$ cat src/rtl/core/npps_pkg.sv
package npps_pkg;

    // fixed field widths of the item and result channels
    localparam int COORD_W = 24;
    localparam int INDEX_W = 16;
    localparam int DIST_W  = 50;
    localparam int SQ_W    = 2 * COORD_W;

    // size of the index space carried on the result channel
    localparam int INDEX_RANGE = 1 << INDEX_W;

    // entries in the queue between front and back
    localparam int QUEUE_DEPTH = 4;

    // stages after the queue that can hold a path point: squares, sum, result
    localparam int BACK_SLOTS = 3;

    // largest squared distance, three times the largest squared axis offset
    localparam logic [DIST_W-1:0] DIST_MAX = 50'd844424829468675;

    typedef enum logic
    {
        OP_TARGET = 1'b0,
        OP_POINT  = 1'b1
    } opcode_t;

    // one classified path point as it travels from front to back
    typedef struct packed
    {
        logic [COORD_W-1:0] abs_dx;
        logic [COORD_W-1:0] abs_dy;
        logic [COORD_W-1:0] abs_dz;
        logic [INDEX_W-1:0] index;
        logic               overflow;
        logic               last;
    } point_t;

endpackage

$ cat src/rtl/core/npps_if.sv
interface npps_item_if;
    import npps_pkg::*;

    logic                      valid;
    logic                      ready;
    logic                      opcode;
    logic signed [COORD_W-1:0] coord_x;
    logic signed [COORD_W-1:0] coord_y;
    logic signed [COORD_W-1:0] coord_z;
    logic                      last_point;

    modport source
    (
        output valid, opcode, coord_x, coord_y, coord_z, last_point,
        input  ready
    );

    modport sink
    (
        input  valid, opcode, coord_x, coord_y, coord_z, last_point,
        output ready
    );
endinterface

interface npps_result_if;
    import npps_pkg::*;

    logic               valid;
    logic               ready;
    logic [INDEX_W-1:0] nearest_index;
    logic [DIST_W-1:0]  nearest_dist_sq;
    logic               count_overflow;

    modport source
    (
        output valid, nearest_index, nearest_dist_sq, count_overflow,
        input  ready
    );

    modport sink
    (
        input  valid, nearest_index, nearest_dist_sq, count_overflow,
        output ready
    );
endinterface

$ cat src/rtl/core/npps_front.sv
module npps_front
#(
    parameter int MAX_POINTS = 65536,
    parameter int COORD_BITS = 24
)
(
    input  logic             clk,
    input  logic             rst_n,
    npps_item_if.sink        item,
    output logic             push_valid,
    input  logic             push_ready,
    output npps_pkg::point_t push_data
);
    import npps_pkg::*;

    localparam int SHIFT     = COORD_W - COORD_BITS;
    localparam int IDX_LIMIT = (MAX_POINTS < INDEX_RANGE) ? MAX_POINTS : INDEX_RANGE;
    localparam logic [INDEX_W:0] LIMIT_C = (INDEX_W + 1)'(IDX_LIMIT);

    logic signed [COORD_W-1:0] target_x_reg, target_x_next;
    logic signed [COORD_W-1:0] target_y_reg, target_y_next;
    logic signed [COORD_W-1:0] target_z_reg, target_z_next;
    logic [INDEX_W-1:0]        counter_reg, counter_next;
    logic                      slot_used_reg, slot_used_next;
    logic                      overflow_reg, overflow_next;

    logic signed [COORD_W-1:0] ext_x, ext_y, ext_z;
    logic                      is_point;
    logic                      take_target;
    logic                      take_point;
    logic                      overflow_now;
    logic [INDEX_W:0]          counter_inc;

    // keep the low COORD_BITS bits and sign-extend from the top one of them
    function automatic logic signed [COORD_W-1:0] sext(input logic [COORD_W-1:0] v);
        logic signed [COORD_W-1:0] shl;
        shl = $signed(v << SHIFT);
        return shl >>> SHIFT;
    endfunction

    function automatic logic [COORD_W-1:0] abs_diff(input logic signed [COORD_W-1:0] a,
                                                    input logic signed [COORD_W-1:0] b);
        logic signed [COORD_W:0] d;
        d = {a[COORD_W-1], a} - {b[COORD_W-1], b};
        if (d[COORD_W])
        begin
            d = (COORD_W + 1)'(-d);
        end
        return d[COORD_W-1:0];
    endfunction

    assign ext_x = sext(item.coord_x);
    assign ext_y = sext(item.coord_y);
    assign ext_z = sext(item.coord_z);

    assign is_point    = (item.opcode == OP_POINT);
    assign item.ready  = push_ready;
    assign push_valid  = item.valid && is_point;
    assign take_point  = item.valid && push_ready && is_point;
    assign take_target = item.valid && push_ready && !is_point;

    assign overflow_now = overflow_reg || slot_used_reg;
    assign counter_inc  = {1'b0, counter_reg} + (INDEX_W + 1)'(1);

    assign push_data.abs_dx   = abs_diff(ext_x, target_x_reg);
    assign push_data.abs_dy   = abs_diff(ext_y, target_y_reg);
    assign push_data.abs_dz   = abs_diff(ext_z, target_z_reg);
    assign push_data.index    = counter_reg;
    assign push_data.overflow = overflow_now;
    assign push_data.last     = item.last_point;

    always_comb
    begin
        target_x_next  = target_x_reg;
        target_y_next  = target_y_reg;
        target_z_next  = target_z_reg;
        counter_next   = counter_reg;
        slot_used_next = slot_used_reg;
        overflow_next  = overflow_reg;
        if (take_target)
        begin
            target_x_next = ext_x;
            target_y_next = ext_y;
            target_z_next = ext_z;
        end
        if (take_point)
        begin
            if (item.last_point)
            begin
                counter_next   = '0;
                slot_used_next = 1'b0;
                overflow_next  = 1'b0;
            end
            else
            begin
                overflow_next = overflow_now;
                if (counter_inc < LIMIT_C)
                begin
                    counter_next = counter_inc[INDEX_W-1:0];
                end
                else
                begin
                    slot_used_next = 1'b1;
                end
            end
        end
    end

    always_ff @(posedge clk or negedge rst_n)
    begin
        if (!rst_n)
        begin
            target_x_reg  <= '0;
            target_y_reg  <= '0;
            target_z_reg  <= '0;
            counter_reg   <= '0;
            slot_used_reg <= 1'b0;
            overflow_reg  <= 1'b0;
        end
        else
        begin
            target_x_reg  <= target_x_next;
            target_y_reg  <= target_y_next;
            target_z_reg  <= target_z_next;
            counter_reg   <= counter_next;
            slot_used_reg <= slot_used_next;
            overflow_reg  <= overflow_next;
        end
    end

endmodule

$ cat src/rtl/core/npps_queue.sv
module npps_queue
#(
    parameter int DEPTH = 4
)
(
    input  logic             clk,
    input  logic             rst_n,
    input  logic             push_valid,
    output logic             push_ready,
    input  npps_pkg::point_t push_data,
    output logic             pop_valid,
    input  logic             pop_ready,
    output npps_pkg::point_t pop_data
);
    import npps_pkg::*;

    localparam int PTR_W = (DEPTH > 1) ? $clog2(DEPTH) : 1;
    localparam int CNT_W = $clog2(DEPTH + 1);
    localparam logic [PTR_W-1:0] PTR_LAST = PTR_W'(DEPTH - 1);
    localparam logic [CNT_W-1:0] CNT_FULL = CNT_W'(DEPTH);

    point_t           mem_reg [DEPTH];
    logic [PTR_W-1:0] wr_ptr_reg, wr_ptr_next;
    logic [PTR_W-1:0] rd_ptr_reg, rd_ptr_next;
    logic [CNT_W-1:0] count_reg, count_next;
    logic             push;
    logic             pop;

    assign push_ready = (count_reg != CNT_FULL);
    assign pop_valid  = (count_reg != '0);
    assign pop_data   = mem_reg[rd_ptr_reg];
    assign push       = push_valid && push_ready;
    assign pop        = pop_valid && pop_ready;

    always_comb
    begin
        wr_ptr_next = wr_ptr_reg;
        rd_ptr_next = rd_ptr_reg;
        count_next  = count_reg;
        if (push)
        begin
            wr_ptr_next = (wr_ptr_reg == PTR_LAST) ? '0 : wr_ptr_reg + PTR_W'(1);
        end
        if (pop)
        begin
            rd_ptr_next = (rd_ptr_reg == PTR_LAST) ? '0 : rd_ptr_reg + PTR_W'(1);
        end
        case ({push, pop})
            2'b10:   count_next = count_reg + CNT_W'(1);
            2'b01:   count_next = count_reg - CNT_W'(1);
            default: count_next = count_reg;
        endcase
    end

    always_ff @(posedge clk or negedge rst_n)
    begin
        if (!rst_n)
        begin
            wr_ptr_reg <= '0;
            rd_ptr_reg <= '0;
            count_reg  <= '0;
        end
        else
        begin
            wr_ptr_reg <= wr_ptr_next;
            rd_ptr_reg <= rd_ptr_next;
            count_reg  <= count_next;
        end
    end

    always_ff @(posedge clk)
    begin
        if (push)
        begin
            mem_reg[wr_ptr_reg] <= push_data;
        end
    end

endmodule

$ cat src/rtl/core/npps_back.sv
module npps_back
(
    input  logic             clk,
    input  logic             rst_n,
    input  logic             pop_valid,
    output logic             pop_ready,
    input  npps_pkg::point_t pop_data,
    npps_result_if.source    result
);
    import npps_pkg::*;

    // squares stage
    logic               s1_valid_reg, s1_valid_next;
    logic [SQ_W-1:0]    s1_sqx_reg, s1_sqy_reg, s1_sqz_reg;
    logic [INDEX_W-1:0] s1_index_reg;
    logic               s1_overflow_reg;
    logic               s1_last_reg;

    // sum stage
    logic               s2_valid_reg, s2_valid_next;
    logic [DIST_W-1:0]  s2_dist_reg;
    logic [INDEX_W-1:0] s2_index_reg;
    logic               s2_overflow_reg;
    logic               s2_last_reg;

    // running best
    logic [DIST_W-1:0]  best_dist_reg, best_dist_next;
    logic [INDEX_W-1:0] best_index_reg, best_index_next;

    // result register
    logic               out_valid_reg, out_valid_next;
    logic [INDEX_W-1:0] out_index_reg;
    logic [DIST_W-1:0]  out_dist_reg;
    logic               out_overflow_reg;

    logic               advance;
    logic               retire;
    logic               nearer;
    logic [DIST_W-1:0]  cand_dist;
    logic [INDEX_W-1:0] cand_index;

    // the pipe stops only when a last point meets an untaken result
    assign advance = !s2_valid_reg || !s2_last_reg || !out_valid_reg || result.ready;
    assign retire  = s2_valid_reg && advance;
    assign pop_ready = advance;

    assign s1_valid_next = advance ? pop_valid : s1_valid_reg;
    assign s2_valid_next = advance ? s1_valid_reg : s2_valid_reg;

    assign nearer     = (s2_dist_reg < best_dist_reg);
    assign cand_dist  = nearer ? s2_dist_reg : best_dist_reg;
    assign cand_index = nearer ? s2_index_reg : best_index_reg;

    always_comb
    begin
        best_dist_next  = best_dist_reg;
        best_index_next = best_index_reg;
        out_valid_next  = out_valid_reg && !result.ready;
        if (retire)
        begin
            if (s2_last_reg)
            begin
                best_dist_next  = '1;
                best_index_next = '0;
                out_valid_next  = 1'b1;
            end
            else
            begin
                best_dist_next  = cand_dist;
                best_index_next = cand_index;
            end
        end
    end

    always_ff @(posedge clk or negedge rst_n)
    begin
        if (!rst_n)
        begin
            s1_valid_reg   <= 1'b0;
            s2_valid_reg   <= 1'b0;
            best_dist_reg  <= '1;
            best_index_reg <= '0;
            out_valid_reg  <= 1'b0;
        end
        else
        begin
            s1_valid_reg   <= s1_valid_next;
            s2_valid_reg   <= s2_valid_next;
            best_dist_reg  <= best_dist_next;
            best_index_reg <= best_index_next;
            out_valid_reg  <= out_valid_next;
        end
    end

    always_ff @(posedge clk)
    begin
        if (advance)
        begin
            s1_sqx_reg      <= SQ_W'(pop_data.abs_dx) * SQ_W'(pop_data.abs_dx);
            s1_sqy_reg      <= SQ_W'(pop_data.abs_dy) * SQ_W'(pop_data.abs_dy);
            s1_sqz_reg      <= SQ_W'(pop_data.abs_dz) * SQ_W'(pop_data.abs_dz);
            s1_index_reg    <= pop_data.index;
            s1_overflow_reg <= pop_data.overflow;
            s1_last_reg     <= pop_data.last;
            s2_dist_reg     <= DIST_W'(s1_sqx_reg) + DIST_W'(s1_sqy_reg)
                               + DIST_W'(s1_sqz_reg);
            s2_index_reg    <= s1_index_reg;
            s2_overflow_reg <= s1_overflow_reg;
            s2_last_reg     <= s1_last_reg;
        end
        if (retire && s2_last_reg)
        begin
            out_index_reg    <= cand_index;
            out_dist_reg     <= cand_dist;
            out_overflow_reg <= s2_overflow_reg;
        end
    end

    assign result.valid           = out_valid_reg;
    assign result.nearest_index   = out_index_reg;
    assign result.nearest_dist_sq = out_dist_reg;
    assign result.count_overflow  = out_overflow_reg;

endmodule

$ cat src/rtl/core/nearest_path_point_search.sv
// channel   dir  modport          payload
// item      in   npps_item_if     opcode, coord_x, coord_y, coord_z, last_point
// result    out  npps_result_if   nearest_index, nearest_dist_sq, count_overflow
//
// one item per cycle while the queue has room; result valid comes from the result register
// path of a last point: front offsets into queue, queue pop into squares, sum, compare into result register
// rst_n is asynchronous: target cleared, best distance to all ones, queue and pipe emptied
// a held result stalls the back only when the next last point reaches the compare;
// the queue keeps the item side moving until its four entries fill
module nearest_path_point_search
#(
    parameter int MAX_POINTS = 65536,
    parameter int COORD_BITS = 24
)
(
    input  logic          clk,
    input  logic          rst_n,
    npps_item_if.sink     item,
    npps_result_if.source result
);
    import npps_pkg::*;

    logic   push_valid;
    logic   push_ready;
    point_t push_data;
    logic   pop_valid;
    logic   pop_ready;
    point_t pop_data;

    // front: target loads, sign extension, axis offsets, point indexing
    npps_front
    #(
        .MAX_POINTS (MAX_POINTS),
        .COORD_BITS (COORD_BITS)
    )
    u_front
    (
        .clk        (clk),
        .rst_n      (rst_n),
        .item       (item),
        .push_valid (push_valid),
        .push_ready (push_ready),
        .push_data  (push_data)
    );

    // short queue so front and back stall on their own
    npps_queue
    #(
        .DEPTH (QUEUE_DEPTH)
    )
    u_queue
    (
        .clk        (clk),
        .rst_n      (rst_n),
        .push_valid (push_valid),
        .push_ready (push_ready),
        .push_data  (push_data),
        .pop_valid  (pop_valid),
        .pop_ready  (pop_ready),
        .pop_data   (pop_data)
    );

    // back: squares, sum, first strict minimum, result register
    npps_back u_back
    (
        .clk       (clk),
        .rst_n     (rst_n),
        .pop_valid (pop_valid),
        .pop_ready (pop_ready),
        .pop_data  (pop_data),
        .result    (result)
    );

endmodule

$ cat src/flat_wrapper.sv
// flat-port wrapper written by rule: the top's interface ports become plain ports
module nearest_path_point_search_flat import npps_pkg::*;
#(
    parameter int MAX_POINTS = 65536,
    parameter int COORD_BITS = 24
)
  (clk, rst_n, item_valid, item_opcode, item_coord_x, item_coord_y, item_coord_z, item_last_point, item_ready, result_valid, result_nearest_index, result_nearest_dist_sq, result_count_overflow, result_ready);
  npps_item_if item_i ();
  npps_result_if result_i ();
  input  logic clk;
  input  logic rst_n;
  input wire logic [$bits(item_i.valid)-1:0] item_valid;
  input wire logic [$bits(item_i.opcode)-1:0] item_opcode;
  input wire logic [$bits(item_i.coord_x)-1:0] item_coord_x;
  input wire logic [$bits(item_i.coord_y)-1:0] item_coord_y;
  input wire logic [$bits(item_i.coord_z)-1:0] item_coord_z;
  input wire logic [$bits(item_i.last_point)-1:0] item_last_point;
  output wire logic [$bits(item_i.ready)-1:0] item_ready;
  output wire logic [$bits(result_i.valid)-1:0] result_valid;
  output wire logic [$bits(result_i.nearest_index)-1:0] result_nearest_index;
  output wire logic [$bits(result_i.nearest_dist_sq)-1:0] result_nearest_dist_sq;
  output wire logic [$bits(result_i.count_overflow)-1:0] result_count_overflow;
  input wire logic [$bits(result_i.ready)-1:0] result_ready;
  assign item_i.valid = item_valid;
  assign item_i.opcode = item_opcode;
  assign item_i.coord_x = item_coord_x;
  assign item_i.coord_y = item_coord_y;
  assign item_i.coord_z = item_coord_z;
  assign item_i.last_point = item_last_point;
  assign item_ready = item_i.ready;
  assign result_valid = result_i.valid;
  assign result_nearest_index = result_i.nearest_index;
  assign result_nearest_dist_sq = result_i.nearest_dist_sq;
  assign result_count_overflow = result_i.count_overflow;
  assign result_i.ready = result_ready;
  nearest_path_point_search #(.MAX_POINTS(MAX_POINTS), .COORD_BITS(COORD_BITS)) u_core (.clk(clk), .rst_n(rst_n), .item(item_i), .result(result_i));
endmodule
$ cat config.mk
export PLATFORM = sky130hd
export DESIGN_NAME = nearest_path_point_search_flat
export DESIGN_NICKNAME = d
export VERILOG_FILES = /design/src/rtl/core/npps_pkg.sv /design/src/rtl/core/npps_if.sv /design/src/rtl/core/npps_front.sv /design/src/rtl/core/npps_queue.sv /design/src/rtl/core/npps_back.sv /design/src/rtl/core/nearest_path_point_search.sv /design/src/flat_wrapper.sv
export SDC_FILE = /design/constraint.sdc
export NUM_CORES = 2
export LEC_CHECK = 0
export BUFFER_PORTS_ARGS = -buffer_cell sky130_fd_sc_hd__buf_2
export CAP_MARGIN = 25
export CORE_ASPECT_RATIO = 2
export CORE_MARGIN = 2
export CORE_UTILIZATION = 35
export CTS_CLUSTER_DIAMETER = 30
export DETAILED_ROUTE_END_ITERATION = 10
export PLACE_DENSITY = 0.5
export SLEW_MARGIN = 30
export SYNTH_ARGS = -nofsm -noshare
export SYNTH_HDL_FRONTEND = slang
export SYNTH_SLANG_ARGS = --single-unit
export TNS_END_PERCENT = 50
$ cat constraint.sdc
create_clock -name clk -period 13.4 [get_ports clk]
set_input_delay 0 -clock clk [delete_from_list [all_inputs] [get_ports clk]]
set_output_delay 0 -clock clk [all_outputs]
set_load 0.02 [all_outputs]
==> flow_metrics.tcl <==
set metrics [dict create \
    die-area_um2 255900 \
    portBuffers 146 \
    synthMuxAreaShare_pct 2.425 \
    synth-seq-cells 820 \
    dp_cells 11920 \
    ys_warn_count 0 \
    grt_pass1_wl_um 388300 \
    cpPeakStageDelay_ns 0.93 \
    netlist_area_um2 88060 \
    avgViaCountPerCell 4.922 \
    finalSetupViolCount 0 \
    worst_path_max_delay_cell "clkinv_1" \
    cts_made_buffers 159 \
    nFillCells 24690 \
    worst_slew_pin_slew_ns 1.001 \
    seqCellArea_um2 23860 \
    die_height_um 713.4 \
    ys_seq_area_share_pct 27.09 \
    clk_latency_ns 0.83 \
    fin_skew_ns 0.1050 \
    synth-adder-area-share_pct 39.70 \
    ys_async_sr_fraction_pct 20.24 \
    multi_input_area_um2 55500 \
    fin_cells 12380 \
    cts_tree "yes" \
    start_kind "flip-flop" \
    hold_path_class "input port to flip-flop" \
    cts_sinks 820 \
    root_buffer "clkbuf_16" \
    whs_ns 0.03540 \
    gr-usage-all-layers_pct 19.93 \
    ant_nets 0 \
    syn_inst 8665 \
    fin_crit_ns 10.75 \
    final_hold_viol_count 0 \
    antenna_found_initial 3 \
    reg2reg_slack_ns 2.65 \
    row_count 260 \
    finalMaxSlewViolations 0 \
    cts_buffer_depth 4 \
    drtIter0Drc 2979 \
    globalplace.congestion 0.8981 \
    cp.required_ns 13.92 \
    routed_wl_um 250700 \
    initial_utilization_pct 35.16 \
    synth_edf_count 654 \
    synthToLayoutAreaGrowth_pct 13.33 \
    syn_area_per_cell_um2 10.16 \
    arrival_ns 11.27 \
    worst-path-max-fanout 28 \
    tns_ns 0 \
    postCtsSetupBuffers 0 \
    yosys_most_used_dff "edfxtp_1" \
    status "complete, no violations" \
    grt_max_degree 116 \
    critPathCaptureType "flip-flop" \
    finalCritPeriodShare_pct 80.20 \
    synth-simple-area-share_pct 9.259 \
    drv_cap 0 \
    synth-xor-area-share_pct 3.093 \
    io_pins 147 \
    wl_per_cell_um 20.24 \
    fin_util_pct 39.84 \
    slew_headroom_pct 33.29 \
    die_width_um 358.7 \
    synth-compound-area-share_pct 8.423 \
    path_class "flip-flop to flip-flop" \
    rsz0062_at_grt "no" \
    h-tree-depth 4 \
    place_hpwl_um 199900 \
    fmax_mhz 93.06 \
    drc_errors 0 \
    first_pass_iters 5 \
    layout-drive-gt1-share_pct 8.131 \
    grt_pass1_vias 68270 \
    vias 60960 \
    grt-ovfl-total 0 \
    largest_reg_flops 360 \
    cts.clk_slew.worst_paths_ns 0.06 \
    ys_types 106 \
    synth_top_family_by_area "adder cells" \
    nets 11070 \
    fp.coreArea_um2 250500 \
    cts_resized 0 \
]
-- final cells by class --
| class | instances | area share [%] |
|---|---|---|
| tap | 3275 | 4.106 |
| clock inverter | 103 | 1.136 |
| antenna | 8 | 0.02006 |
| inverter | 2059 | 7.744 |
| clock buffer | 174 | 4.065 |
| timing repair buffer | 436 | 3.410 |
| sequential | 820 | 23.91 |
| multi-input combinational | 5509 | 55.61 |
-- critical path, delay by kind of cell, from the launching register on --
family                   cells  cell delay [ns]
AO/OA/AOI/OAI                5             2.14
XOR/XNOR                     1             0.13
adder cells (fa/ha/maj)      8             3.84
buffers and inverters        9             1.81
flip-flops                   1             0.69
multiplexers                 1             0.38
AND/OR/NAND/NOR              6             1.48
-- synthesized netlist by cell type (15+ instances only) --
library cell     n  area share, %
o311ai_0        19           0.19
inv_1         2042            8.7
o31ai_1         19           0.16
a21o_1         142            1.2
a21oi_1        246            1.4
nor4_1          17           0.12
mux2i_1         84           0.95
a221oi_1        54           0.54
nand2b_1        33           0.23
nor3_1          96           0.55
and2_1          31           0.22
a211oi_1        31           0.26
edfxtp_1       654             22
o21ai_1         36           0.20
xnor2_1        209            2.1
clkbuf_1       241            1.0
ha_1           684            9.7
xor2_1         102            1.0
o211ai_1        15           0.13
mux4_2          18           0.46
dfstp_2         50            1.5
or3_1           18           0.13
nor2_1         583            2.5
o21a_1          79           0.67
o21ai_0        297            1.7
buf_1           24           0.10
nor2b_1         32           0.23
dfrtp_1        116            3.3
fa_1          1319             30
nand3_1         70           0.40
nand2_1        842            3.6
o21bai_1        35           0.30
nand4b_1        16           0.16
mux2_2          79            1.0
nand4_1         49           0.35
and3_1          29           0.21
a31oi_1         25           0.18
-- timing repair --
item / 4_1_cts / 5_1_grt
hold buffers: 183 / 0
hold endpoints to repair: 228 / 0
endpoints found under the setup margin: 0 / 0
-- layer usage --
metal | routed length, um | global-route usage (%) | vias to the layer above | share of wire [%]
met2 | 138300 | 38.48 | 1415 | 55
met1 | 88440 | 20.48 | 30760 | 35
li1 | - | - | 28160 | -
met4 | 15570 | 11.03 | 0 | 6.2
met5 | 0 | 0 | - | 0
met3 | 8398 | 2.169 | 622 | 3.3
-- per-stage QoR --
| stage | area [um2] | worst slack [ns] |
|---|---|---|
| final | 99800 | 2.654 |
| after global routing | 99800 | 2.226 |
| after CTS | 99760 | 2.677 |
| after detailed placement | 92720 | 2.691 |
| after global placement | 92710 | 2.856 |
| after floorplan | 88070 | 4.541 |
-- cells by family after synthesis --
| logic type | after synthesis |
|---|---|
| adder cells (fa/ha/maj) | 2003 |
| XOR/XNOR | 311 |
| AND/OR/NAND/NOR | 1878 |
| AO/OA/AOI/OAI | 1133 |
| buffers and inverters | 2338 |
| flip-flops | 820 |
| other | 1 |
| multiplexers | 181 |
-- cell usage in the layout (no fill, tap or decap), types with 29 or more instances in the layout --
cell type      Yosys  final
inv_1           2042   2042
fa_1            1319   1319
nand2_1          842    841
ha_1             684    684
edfxtp_1         654    654
nor2_1           583    581
o21ai_0          297    287
a21oi_1          246    246
xnor2_1          209    209
dlygate4sd3_1      0    182
clkbuf_16          0    160
buf_2             11    145
a21o_1           142    142
dfrtp_1          116    114
buf_4              1    104
xor2_1           102    102
nor3_1            96     96
mux2i_1           84     84
mux2_2            79     79
o21a_1            79     78
nand3_1           70     69
a221oi_1          54     54
dfstp_2           50     50
nand4_1           49     49
o21ai_1           36     38
o21bai_1          35     35
nor2b_1           32     32
nand2b_1          33     32
a211oi_1          31     31
and3_1            29     29
-- path summary, 6_finish.rpt --
kind                                                from                               to  depth (start not counted)
setup reg to reg            u_core.u_queue.rd_ptr_reg[1]     u_core.u_back.s1_sqz_reg[47]                         30
min in group asynchronous                          rst_n  u_core.u_front.target_y_reg[10]                          4
hold reg to reg            u_core.u_back.s1_index_reg[7]    u_core.u_back.s2_index_reg[7]                          0
max in group asynchronous                          rst_n  u_core.u_back.best_dist_reg[12]                          5
hold / removal                           item_coord_z[1]   u_core.u_front.target_z_reg[1]                          4
setup / recovery            u_core.u_queue.rd_ptr_reg[1]     u_core.u_back.s1_sqz_reg[47]                         30
Power is not shown: default switching activity piles up to over one toggle a cycle in this logic, so the estimate is an artifact.
